===== src/hdl/pgsq_pkg.sv =====
// ---------------------------------------------------------------------------
// pgsq_pkg
// Types and constants of the simple-query framer.
// ---------------------------------------------------------------------------
package pgsq_pkg;

	localparam int PREAMBLE_BYTES_DEF = 8;
	localparam int LEN_BYTES          = 4;   // bytes of a length field
	localparam int MIN_LEN            = 4;   // shorter lengths are clamped to this
	localparam logic [7:0] QUERY_TYPE = 8'h51;  // 'Q'

	typedef struct packed {
		logic       valid;
		logic [7:0] query_byte;
		logic       last_of_query;
		logic       empty_query;
	} result_t;

endpackage


===== src/hdl/pgsq_core.sv =====
// ---------------------------------------------------------------------------
// pgsq_core
// Framing state machine: preamble skip, message type, length and payload.
// ---------------------------------------------------------------------------
module pgsq_core #(
	parameter int PREAMBLE_BYTES = pgsq_pkg::PREAMBLE_BYTES_DEF
) (
	input  logic              clk,
	input  logic              arst_n,
	input  logic              fire,
	input  logic [7:0]        data_byte,
	output pgsq_pkg::result_t res
);

	localparam int CW = (PREAMBLE_BYTES > pgsq_pkg::LEN_BYTES) ?
		$clog2(PREAMBLE_BYTES + 1) : $clog2(pgsq_pkg::LEN_BYTES + 1);

	typedef enum logic [2:0] {
		PH_PRE_HEAD = 3'd0,
		PH_PRE_LEN  = 3'd1,
		PH_PRE_SKIP = 3'd2,
		PH_TYPE     = 3'd3,
		PH_LEN      = 3'd4,
		PH_PAYLOAD  = 3'd5
	} phase_t;

	localparam phase_t PH_RESET = (PREAMBLE_BYTES == 0) ? PH_PRE_LEN : PH_PRE_HEAD;

	phase_t        phase_q, phase_d;
	logic [CW-1:0] cnt_q, cnt_d, cnt_inc;
	logic [31:0]   len_q, len_d, len_shift, len_clamp, len_rem, len_dec;
	logic          is_query_q, is_query_d;

	always_comb begin
		cnt_inc   = cnt_q + CW'(1);
		len_shift = {len_q[23:0], data_byte};
		len_clamp = (len_shift < 32'(pgsq_pkg::MIN_LEN)) ? 32'(pgsq_pkg::MIN_LEN) : len_shift;
		len_rem   = len_clamp - 32'(pgsq_pkg::LEN_BYTES);
		len_dec   = len_q - 32'd1;
	end

	always_comb begin
		phase_d    = phase_q;
		cnt_d      = cnt_q;
		len_d      = len_q;
		is_query_d = is_query_q;
		res        = '0;
		unique case (phase_q)
			PH_PRE_HEAD: begin
				cnt_d = cnt_inc;
				if (cnt_inc >= CW'(PREAMBLE_BYTES)) begin
					cnt_d   = '0;
					len_d   = '0;
					phase_d = PH_PRE_LEN;
				end
			end
			PH_PRE_LEN: begin
				len_d = len_shift;
				cnt_d = cnt_inc;
				if (cnt_inc >= CW'(pgsq_pkg::LEN_BYTES)) begin
					cnt_d   = '0;
					len_d   = len_rem;
					phase_d = (len_rem == 32'd0) ? PH_TYPE : PH_PRE_SKIP;
				end
			end
			PH_PRE_SKIP: begin
				len_d = len_dec;
				if (len_dec == 32'd0) phase_d = PH_TYPE;
			end
			PH_LEN: begin
				len_d = len_shift;
				cnt_d = cnt_inc;
				if (cnt_inc >= CW'(pgsq_pkg::LEN_BYTES)) begin
					cnt_d   = '0;
					len_d   = len_rem;
					phase_d = (len_rem == 32'd0) ? PH_TYPE : PH_PAYLOAD;
					// no text: a lone payload byte is only the terminator
					if (is_query_q && len_rem <= 32'd1) begin
						res.valid         = 1'b1;
						res.last_of_query = 1'b1;
						res.empty_query   = 1'b1;
					end
				end
			end
			PH_PAYLOAD: begin
				len_d = len_dec;
				if (len_dec == 32'd0) phase_d = PH_TYPE;
				if (is_query_q && len_q >= 32'd2) begin
					res.valid         = 1'b1;
					res.query_byte    = data_byte;
					res.last_of_query = (len_q == 32'd2);
				end
			end
			default: begin  // type byte; unused codes behave the same
				is_query_d = (data_byte == pgsq_pkg::QUERY_TYPE);
				cnt_d      = '0;
				len_d      = '0;
				phase_d    = PH_LEN;
			end
		endcase
		res.valid = res.valid & fire;
	end

	always_ff @(posedge clk or negedge arst_n) begin
		if (!arst_n) begin
			phase_q    <= PH_RESET;
			cnt_q      <= '0;
			len_q      <= '0;
			is_query_q <= 1'b0;
		end else if (fire) begin
			phase_q    <= phase_d;
			cnt_q      <= cnt_d;
			len_q      <= len_d;
			is_query_q <= is_query_d;
		end
	end

endmodule


===== src/hdl/pgsq_out_reg.sv =====
// ---------------------------------------------------------------------------
// pgsq_out_reg
// Result register on the master side; holds a result until taken.
// ---------------------------------------------------------------------------
module pgsq_out_reg (
	input  logic              clk,
	input  logic              arst_n,
	input  logic              load,
	input  pgsq_pkg::result_t res,
	output logic              m_tvalid,
	output logic [7:0]        m_tdata,
	output logic              m_tlast,
	output logic              m_tuser
);

	logic       valid_q;
	logic [7:0] data_q;
	logic       last_q;
	logic       empty_q;

	always_ff @(posedge clk or negedge arst_n) begin
		if (!arst_n) begin
			valid_q <= 1'b0;
		end else if (load) begin
			valid_q <= res.valid;
		end
	end

	always_ff @(posedge clk) begin
		if (load && res.valid) begin
			data_q  <= res.query_byte;
			last_q  <= res.last_of_query;
			empty_q <= res.empty_query;
		end
	end

	assign m_tvalid = valid_q;
	assign m_tdata  = data_q;
	assign m_tlast  = last_q;
	assign m_tuser  = empty_q;

endmodule


===== src/hdl/pg_simple_query_framer.sv =====
// ---------------------------------------------------------------------------
// pg_simple_query_framer
// Extracts simple-query text from a client wire byte stream.
//
// channel  dir  payload                          accept
// s_*      in   tdata[7:0] data_byte             s_tvalid & s_tready
// m_*      out  tdata[7:0] query_byte,           m_tvalid & m_tready
//               tlast last_of_query, tuser empty_query
//
// One byte per cycle sustained while the master side takes results; a byte
// passes the input register, then its result is held in the result register.
// The framing counters and the 32-bit remaining length update together, on each advance.
// arst_n clears the phase, counters and both valid flags.
// A stalled master side holds the result; input stalls only once the input
// register and the result register are both full.
// ---------------------------------------------------------------------------
module pg_simple_query_framer #(
	parameter int PREAMBLE_BYTES = pgsq_pkg::PREAMBLE_BYTES_DEF
) (
	input  logic       clk,
	input  logic       arst_n,
	input  logic       s_tvalid,
	output logic       s_tready,
	input  logic [7:0] s_tdata,   // [7:0] data_byte
	output logic       m_tvalid,
	input  logic       m_tready,
	output logic [7:0] m_tdata,   // [7:0] query_byte
	output logic       m_tlast,   // last_of_query
	output logic       m_tuser    // empty_query
);

	logic              valid_s1;
	logic [7:0]        data_s1;
	logic              out_free;
	logic              advance;
	pgsq_pkg::result_t res;

	assign out_free = !m_tvalid || m_tready;
	assign advance  = valid_s1 && out_free;
	assign s_tready = !valid_s1 || out_free;

	always_ff @(posedge clk or negedge arst_n) begin
		if (!arst_n) begin
			valid_s1 <= 1'b0;
		end else if (s_tready) begin
			valid_s1 <= s_tvalid;
		end
	end

	always_ff @(posedge clk) begin
		if (s_tvalid && s_tready) data_s1 <= s_tdata;
	end

	pgsq_core #(
		.PREAMBLE_BYTES(PREAMBLE_BYTES)
	) u_core (
		.clk      (clk),
		.arst_n   (arst_n),
		.fire     (advance),
		.data_byte(data_s1),
		.res      (res)
	);

	pgsq_out_reg u_out (
		.clk     (clk),
		.arst_n  (arst_n),
		.load    (out_free),
		.res     (res),
		.m_tvalid(m_tvalid),
		.m_tdata (m_tdata),
		.m_tlast (m_tlast),
		.m_tuser (m_tuser)
	);

endmodule


===== config.mk =====
export PLATFORM = sky130hd
export DESIGN_NAME = pg_simple_query_framer
export DESIGN_NICKNAME = d
export VERILOG_FILES = /design/src/hdl/pgsq_pkg.sv /design/src/hdl/pgsq_core.sv /design/src/hdl/pgsq_out_reg.sv /design/src/hdl/pg_simple_query_framer.sv
export SDC_FILE = /design/constraint.sdc
export NUM_CORES = 1
export LEC_CHECK = 0
export ABC_AREA = 1
export BUFFER_PORTS_ARGS = -buffer_cell sky130_fd_sc_hd__buf_2
export CORE_MARGIN = 3
export CORE_UTILIZATION = 30
export CTS_CLUSTER_DIAMETER = 80
export DETAILED_ROUTE_END_ITERATION = 8
export HOLD_SLACK_MARGIN = 0.12
export PLACE_DENSITY = 0.44
export REMOVE_ABC_BUFFERS = 1
export SLEW_MARGIN = 20
export SYNTH_ARGS = -nofsm -noshare
export SYNTH_HDL_FRONTEND = slang
export SYNTH_SLANG_ARGS = --single-unit

===== constraint.sdc =====
create_clock -name clk -period 3.8 [get_ports clk]
set_input_delay 0.76 -clock clk [delete_from_list [all_inputs] [get_ports clk]]
set_output_delay 0.76 -clock clk [all_outputs]
set_load 0.01 [all_outputs]

Word-level counts from Yosys, hierarchy flattened --
Cells that the tools add are included.
Storage, ports and cells: input port bits 12, word-level logic and storage cells 73, bits in registers 60, output and inout port bits 12
Cells by class: reduce and logical (&&, ||, !) cells 21, bitwise operators 3, eq/ne operators 10, add/subtract/negate cells 3, multiplexer cells 21, order comparisons 5
Operators by type and width (count):
- 32-bit two-way mux | 3
- 32-bit case mux with 3 select lines | 1
- 32-bit zero test | 2
- 32-bit by 2-bit equality test with 1-bit output, second input constant | 1
- 32-bit by 2-bit greater-or-equal comparator with 1-bit output, second input constant | 1
- 32-bit by 1-bit <= comparator with 1-bit output, second input constant | 1
- 32-bit by 3-bit < comparator with 1-bit output, second input constant | 1
- 32-bit by 1-bit subtractor with 32-bit output, second input constant | 1
- 32-bit by 3-bit subtractor with 32-bit output, second input constant | 1
- 3-bit two-way mux | 5
- 3-bit case mux with 4 select lines | 1
- 4-bit case mux with 3 select lines | 1
- 10-bit two-way mux | 1
- 2-bit AND reduction | 5
- 8-bit by 7-bit equality test with 1-bit output, second input constant | 1
- 4-bit two-way mux | 2
- 2-bit by 1-bit inequality test with 1-bit output, second input constant | 4
- 3-bit equality test, second input constant | 2
- 1-bit logical AND | 5
- 5-bit AND reduction | 1
- 5-bit OR reduction | 1
- 4-bit by 1-bit adder with 4-bit output, second input constant | 1
- 4-bit by 3-bit greater-or-equal comparator with 1-bit output, second input constant | 1
- 4-bit greater-or-equal comparator, second input constant | 1
- other kinds (11) | 19

Logic depth before layout (Yosys ltp) --
Gate-level depths: netlist of the first run.
word-level depth 10, depth in mapped cells 23

Hierarchy --
Synthesis of the first run repeated with hierarchy kept, for this count alone.
Second synthesis, totals: cells, all modules 693, area total of the unflattened synthesis 4867.2 µm²
By module, submodules not included:
- pgsq_core | cells an instance 660, seq. area each 1001.0 µm², instances 1, area an instance 4217.8 µm²
- pgsq_out_reg | cells an instance 16, seq. area each 325.3 µm², instances 1, area an instance 344.1 µm²
- pg_simple_query_framer | cells an instance 17, seq. area each 265.3 µm², instances 1, area an instance 305.3 µm²

Least setup slack after synthesis of the first run --
No wires, ideal clock.
path type register -> register, start point register u_core.len_q[0], end point register u_out.data_q[0] (netlist: u_out.m_tdata[0]) (enable), library setup time 0.334 ns, clock period less this slack 3.454 ns, arrival time 3.120 ns, buffers on the path 3, path slack 0.346 ns, stages on the path, launching flop included 23, path through dfrtp_1 clkbuf_1 inv_1 ha_1 nand2_2 nor2_4 nand4_4 buf_2 nand2_1 ha_1 nand2_2 nor2_4 buf_6 nand2_1 nand2_1 nand2_1 nor2_1 nand3_1 nor2_1 nand3_1 nand2_1 nand2_1 inv_1
Between the ends: longest elaborated chain between the ends 10, elaborated cells on any way between the ends 13
RTL lines:
- from (decl) | line pgsq_core.sv:31 | logic [31:0] len_q, len_d, len_shift, len_clamp, len_rem, len_dec;
- from (signal assigned) | line pgsq_core.sv:113 | len_q <= len_d;
- 32-bit by 3-bit < comparator with 1-bit output | line pgsq_core.sv:37 | len_clamp = (len_shift < 32'(pgsq_pkg::MIN_LEN)) ? 32'(pgsq_pkg::MIN_LEN) : len_shift;
- 32-bit two-way mux | line pgsq_core.sv:37
- 32-bit by 3-bit subtractor with 32-bit output | line pgsq_core.sv:38 | len_rem = len_clamp - 32'(pgsq_pkg::LEN_BYTES);
- 32-bit by 1-bit <= comparator with 1-bit output | line pgsq_core.sv:78 | if (is_query_q && len_rem <= 32'd1) begin
- 1-bit logical AND | line pgsq_core.sv:78
- 1-bit two-way mux | line pgsq_core.sv:78
- 1-bit two-way mux | line pgsq_core.sv:73 | if (cnt_inc >= CW'(pgsq_pkg::LEN_BYTES)) begin
- 1-bit case mux with 2 select lines (*) | line pgsq_core.sv:48 | unique case (phase_q)
- 1-bit AND (*) | line pgsq_core.sv:101 | res.valid = res.valid & fire;
- 1-bit logical AND (*) | line pgsq_out_reg.sv:30 | if (load && res.valid) begin
- to (signal assigned) | line pgsq_out_reg.sv:31 | data_q <= res.query_byte;
- to (decl) | line pgsq_out_reg.sv:17 | logic [7:0] data_q;
Mark *: on every way between the ends. The rest lies on a longest branch, timed or not. A chain may end at the register's enable or synchronous reset.

Final worst setup path of the first run --
start point register u_core.len_q[2], end point register u_out.data_q[2] (netlist: u_out.m_tdata[2]) (enable)
The elaborated chain is that of the path after synthesis.

==> flow_summary.toml, run 1 <==
[cts]
clockBufferDepth = 2
cts_tree = "yes"
clkTransAtPathRegs_ns = 0.06
htree_num_levels = 3
cts_hold_buf = 0
cts_root_buffer = "clkbuf_16"
cts-buffers-inserted = 9
clock_sinks = 60
clock_latency_ns = 0.34

[worst_setup_path]
slowest_delay_ns = 0.46
r2r_end = "u_out.m_tdata[2]"
required_ns = 3.85
worstSetupPathType = "reg2reg"
r2r_cells = 20
cp_max_fo = 7
cp_num_buf_inv = 4
arrival_ns = 3.52
startpoint_type = "flip-flop"
cp_slowest_cell = "dfrtp_1"
crit_chain = "nor2_2 > inv_1 > nor2_1 > nand2_1 > nand4_4 > inv_1 > nor2_1 > ha_2 > nand2_2 > inv_1 > nand3_1 > nand2_1 > nand3_1 > nor2_1 > nand2_1 > nor2_2 > nand3_1 > nand2_1 > nand2_1 > clkinvlp_4"
crit_top_cell = "nand2_1"
crit_family = "simple AND/OR/NAND/NOR gates"
reg2reg_slack_ns = 0.34
cp-end-kind = "flip-flop"
r2r_start = "u_core.len_q[2]"

[placement]
dp.cells = 927
place_congestion = 0.946
place_area_um2 = 5200
dp_hpwl_um = 13700
io_buffers = 23

[yosys]
synth.distinct_cells = 47
synth.avg_cell_area_um2 = 6.87
netlist_area_um2 = 4690
syn_inst = 682
yosysSeqAreaShare = 0.340
ys_ff_latch = 60
yosysWarnings = 0
synth-main-ff-cell = "dfrtp_1"
async_flop_share = 0.700
synth_edf_count = 18

[floorplan]
die_area_um2 = 17200
fp.dieW_um = 131
initial_core_util = 0.307
fp.dieH_um = 131
num_io_pins = 24
core_area_um2 = 15300
std_cell_rows = 45

[routing]
drc = 0
drtIter0Drc = 500
first_pass_iters = 5
ant_nets = 0
wl_per_cell_um = 18.9
vias_per_cell = 5.23
routed_wirelength_um = 17900
vias = 4965

[grt]
grt_pass1_wl_um = 27900
first_global_vias = 4883
antenna_found_initial = 0
track_usage = 0.218
grt_overflow = 0
grt_max_degree = 43

[timing]
whs_ns = 0.440
skew_ns = 0.00399
fin_crit_sh = 0.911
tns_ns = 0
max_freq_mhz = 289
hold_viol_final = 0
rsz0062_at_grt = "false"
drv_slew = 0
relSlewSlack = 0.538
finalSetupViolations = 0
fin_crit_ns = 3.46
tightest_slew_ns = 0.688

[layout]
multiInputGateArea_um2 = 2710
diodes = 0
layout_commonest_cell = "nand2_1"
regArea_um2 = 1590
fill_cells = 1617
final_net_count = 753
syn_to_final_growth_pct = 18.1
layout_common_cells = "nand2_1, nor2_1, inv_1"
design_area_um2 = 5530
drive_above_1_share = 0.141
final_cells = 949

[flow_run]
drv_cap = 0

[power_and_ir_drop]
ir_drop_v = 0.000260
p_leak_nw = 2.40
power_density_nw_per_um2 = 763

[hold_path]
hold_class = "in2async"

[status]
status = "completed"
## flip-flops by register name, summed over array words and instances (netlist names)
register           cells
u_core.phase_q         3
u_out.m_tdata          8
valid_s1               1
u_out.m_tvalid         1
u_core.is_query_q      1
u_out.m_tuser          1
u_core.cnt_q           4
data_s1                8
u_core.len_q          32
u_out.m_tlast          1
## layer usage
metal / vias up / GRT usage / share of wire
li1: 2374 / - / -
met1: 2367 / 0.282 / 0.44
met2: 195 / 0.364 / 0.48
met3: 29 / 0.0435 / 0.060
met4: 0 / 0.0774 / 0.027
met5: - / 0 / 0
## worst register-to-register path: cells and delay by family (launching register included)
kind | cells | cell delay [ns]
AND/OR/NAND/NOR | 15 | 1.92
buffers and inverters | 4 | 0.52
adder cells (fa/ha/maj) | 1 | 0.26
flip-flops | 1 | 0.46
## kinds of logic after synthesis
group / share of synthesized area
AOI/OAI and AO/OA: 0.141
xor gates and xnor gates: 0.0561
adders and majority gates: 0.0214
buffers and inverters: 0.0868
DFF: 0.340
and+or+nand+nor: 0.355
## what timing repair did
| action | CTS | global route |
|---|---|---|
| setup buffers | 0 | 4 |
| endpoints found under the setup margin | 0 | 10 |
| resized for setup | 0 | 7 |
## power breakdown
group	switching (mW)	total [mW]	internal [mW]
logic	1.57	2.32	0.749
clock network	0.329	0.770	0.441
registers	0.259	1.13	0.876
## layout make-up
type                    instances  share of cell area
clock buffers                   9              0.0407
clock inverters                 7             0.00927
inverters                      83              0.0570
multi-input cells             521               0.489
flip-flops and latches         60               0.288
well taps                     211              0.0477
repair buffers                 57              0.0674
repair inverters                1             0.00136
## worst max path at each step
stage                                 from           endpoint  slack (ns)  cells past startpoint
after global routing       u_core.len_q[2]   u_out.m_tdata[5]       0.009                     20
after floorplan                   m_tready  u_core.phase_q[2]        0.37                      9
after CTS                 u_core.len_q[11]   u_out.m_tdata[1]        0.11                     18
after global placement    u_core.len_q[16]   u_out.m_tdata[7]        0.17                     18
final                      u_core.len_q[2]   u_out.m_tdata[2]        0.34                     20
after detailed placement  u_core.len_q[11]   u_out.m_tdata[5]        0.14                     18
## per-stage QoR
| stage | power, mW | util | worst slack (ns) |
|---|---|---|---|
| after floorplan | 2.49 | - | 0.366 |
| after global placement | 3.45 | 0.341 | 0.174 |
| after detailed placement | 3.41 | 0.341 | 0.137 |
| after CTS | 4.20 | 0.359 | 0.106 |
| after global routing | 4.54 | 0.363 | 0.00947 |
| final | 4.22 | 0.363 | 0.337 |
## cell usage after synthesis (2+ instances only)
cell / instances / area (um^2)
ha_1: 8 / 100
inv_1: 78 / 293
clkbuf_1: 14 / 52.6
a21oi_1: 16 / 80.1
xnor2_1: 6 / 52.6
o41ai_1: 3 / 26.3
a211oi_1: 2 / 15.0
nor4_1: 6 / 37.5
clkinv_1: 4 / 15.0
buf_6: 3 / 33.8
o21ai_2: 3 / 26.3
edfxtp_1: 18 / 541
nand3_1: 56 / 280
nor3_1: 6 / 30.0
a31oi_1: 5 / 31.3
nor2_1: 111 / 417
nand2_2: 4 / 25.0
nand2_1: 167 / 627
a22oi_1: 10 / 75.1
nand4_1: 15 / 93.8
a41oi_1: 2 / 17.5
o32a_1: 5 / 50.1
nor2_4: 4 / 45.0
xor2_1: 24 / 210
a2bb2oi_1: 2 / 17.5
nor2_2: 8 / 50.1
o22ai_1: 7 / 43.8
dfrtp_1: 42 / 1050
o21ai_0: 26 / 130
o31ai_1: 2 / 15.0
a221oi_1: 9 / 78.8
(Power assumes the default switching activity.)
==> run 2, diff against run 1 <==
- CTS_BUF_LIST: not set -> sky130_fd_sc_hd__clkbuf_4 sky130_fd_sc_hd__clkbuf_8
==> run 2 against run 1 <==
Combinational power about the same. Sequential power is essentially flat. First-iteration DRC count is 3.4% lower. Final cell count unchanged. Global-route usage barely moved. Critical path depth is the same. Final area fell by 1.8%. Sequential cell count unchanged. Total power shrank 5.6%. Sequential share of layout area is 0.54 points higher. Critical path type unchanged. Critical endpoint is now u_out.m_tuser. Die area unchanged.
==> flow_summary.toml, run 2 (synthesis gave the netlist of run 1 again) <==
[status]
status = "completed"

[routing]
routed_wirelength_um = 17900
drc = 0
ant_nets = 0
vias_per_cell = 5.29
drtIter0Drc = 483
vias = 5020
first_pass_iters = 5
wl_per_cell_um = 18.9

[flow_run]
drv_cap = 0

[floorplan]
std_cell_rows = 45
die_area_um2 = 17200
fp.dieH_um = 131
fp.dieW_um = 131
num_io_pins = 24
initial_core_util = 0.307
core_area_um2 = 15300

[layout]
final_cells = 949
largest_reg_flops = 32
layout_commonest_cell = "nand2_1"
drive_above_1_share = 0.141
layout_common_cells = "nand2_1, nor2_1, inv_1"
syn_to_final_growth_pct = 15.9
regMostFlops = "u_core.len_q"
diodes = 0
final_net_count = 753

[cts]
cts_root_buffer = "clkbuf_8"
clock_sinks = 60
clkTransAtPathRegs_ns = 0.08
htree_num_levels = 3
clock_latency_ns = 0.37
cts-buffers-inserted = 9
clockBufferDepth = 2
cts_hold_buf = 0
cts_tree = "yes"

[grt]
grt_overflow = 0
track_usage = 0.219
grt_pass1_wl_um = 27900
antenna_found_initial = 0
first_global_vias = 4902
grt_max_degree = 43

[power_and_ir_drop]
total_power_mw = 3.99
p_leak_nw = 2.35
ir_drop_v = 0.000228
power_density_nw_per_um2 = 734

[timing]
whs_ns = 0.404
fin_crit_ns = 3.50
fin_crit_sh = 0.921
finalSetupViolations = 0
max_freq_mhz = 286
hold_viol_final = 0
skew_ns = 0.00443
drv_slew = 0
tightest_slew_ns = 0.684
relSlewSlack = 0.541

[placement]
place_congestion = 0.946
dp_hpwl_um = 13700
dp.cells = 927
io_buffers = 23

[worst_setup_path]
required_ns = 3.88
crit_top_cell = "nand2_1"
cp-end-kind = "flip-flop"
worstSetupPathType = "reg2reg"
crit_chain = "nor2_2 > inv_1 > nor2_1 > nand2_1 > nand4_4 > inv_1 > nor2_1 > ha_2 > nand2_2 > inv_1 > nand3_1 > nand2_1 > nand3_1 > nor2_1 > nand2_1 > nor2_2 > nand3_1 > nand2_1 > nand2_1 > clkinvlp_4"
arrival_ns = 3.58
cp_max_fo = 7
cp_slowest_cell = "dfrtp_1"
slowest_delay_ns = 0.47
crit_family = "simple AND/OR/NAND/NOR gates"
startpoint_type = "flip-flop"
cp_num_buf_inv = 4

[hold_path]
hold_class = "in2async"
==> run 2: cell counts in the layout (fill, tap and decap cells not counted) <==
Identical to the previous run, type by type.
==> run 2: where the power goes <==
part           internal [mW]  switching, mW
registers              0.874          0.259
logic                  0.749           1.57
clock network          0.237          0.302
total                   1.86           2.13
==> run 2: final cells by class <==
class	instances	area (um^2)
clock inverters	7	51.3
inverters	83	315
repair buffers	57	373
multi-input cells	521	2710
clock buffers	9	124
flip-flops and latches	60	1590
repair inverters	1	7.51
fillers	1627	9830
well taps	211	264
==> run 2: routing by layer <==
metal / GRT usage / part of all wire
met1: 0.283 / 0.43
met3: 0.0463 / 0.066
met5: 0 / 0
met4: 0.0907 / 0.034
met2: 0.355 / 0.47
==> run 2: worst paths after layout <==
| kind | cells past startpoint | startpoint | slack (ns) | end |
|---|---|---|---|---|
| setup reg to reg | 20 | u_core.len_q[2] | 0.30 | u_out.m_tuser |
| hold / removal | 1 | arst_n | 0.40 | u_core.len_q[11] |
| hold reg to reg | 2 | u_core.len_q[30] | 0.53 | u_core.len_q[30] |
| setup / recovery | 20 | u_core.len_q[2] | 0.30 | u_out.m_tuser |
| max in group asynchronous | 1 | arst_n | 2.98 | u_core.cnt_q[3] |
| min in group clk | 2 | u_core.len_q[30] | 0.53 | u_core.len_q[30] |
==> run 2: worst register-to-register path, cell delays in order, from the launching register on <==
cell,delay (ns)
dfrtp_1,0.47
nor2_2,0.27
inv_1,0.06
nor2_1,0.08
nand2_1,0.10
nand4_4,0.12
inv_1,0.10
nor2_1,0.19
ha_2,0.26
nand2_2,0.13
inv_1,0.19
nand3_1,0.14
nand2_1,0.13
nand3_1,0.09
nor2_1,0.09
nand2_1,0.06
nor2_2,0.16
nand3_1,0.17
nand2_1,0.09
nand2_1,0.14
clkinvlp_4,0.17
==> run 2: through the flow <==
step | util | cell area [um^2] | setup TNS [ns] | worst slack [ns]
after global placement | 0.341 | 5200 | 0 | 0.174
after CTS | 0.352 | 5380 | 0 | 0.104
final | 0.356 | 5430 | 0 | 0.301
after detailed placement | 0.341 | 5200 | 0 | 0.137
after floorplan | - | 4590 | 0 | 0.366
after global routing | 0.356 | 5430 | -0.00388 | -0.00194
==> run 2: timing repair <==
action / in CTS / in global routing
buffers inserted: 0 / 4
gates resized for setup: 0 / 7
endpoints found under the setup margin: 0 / 10
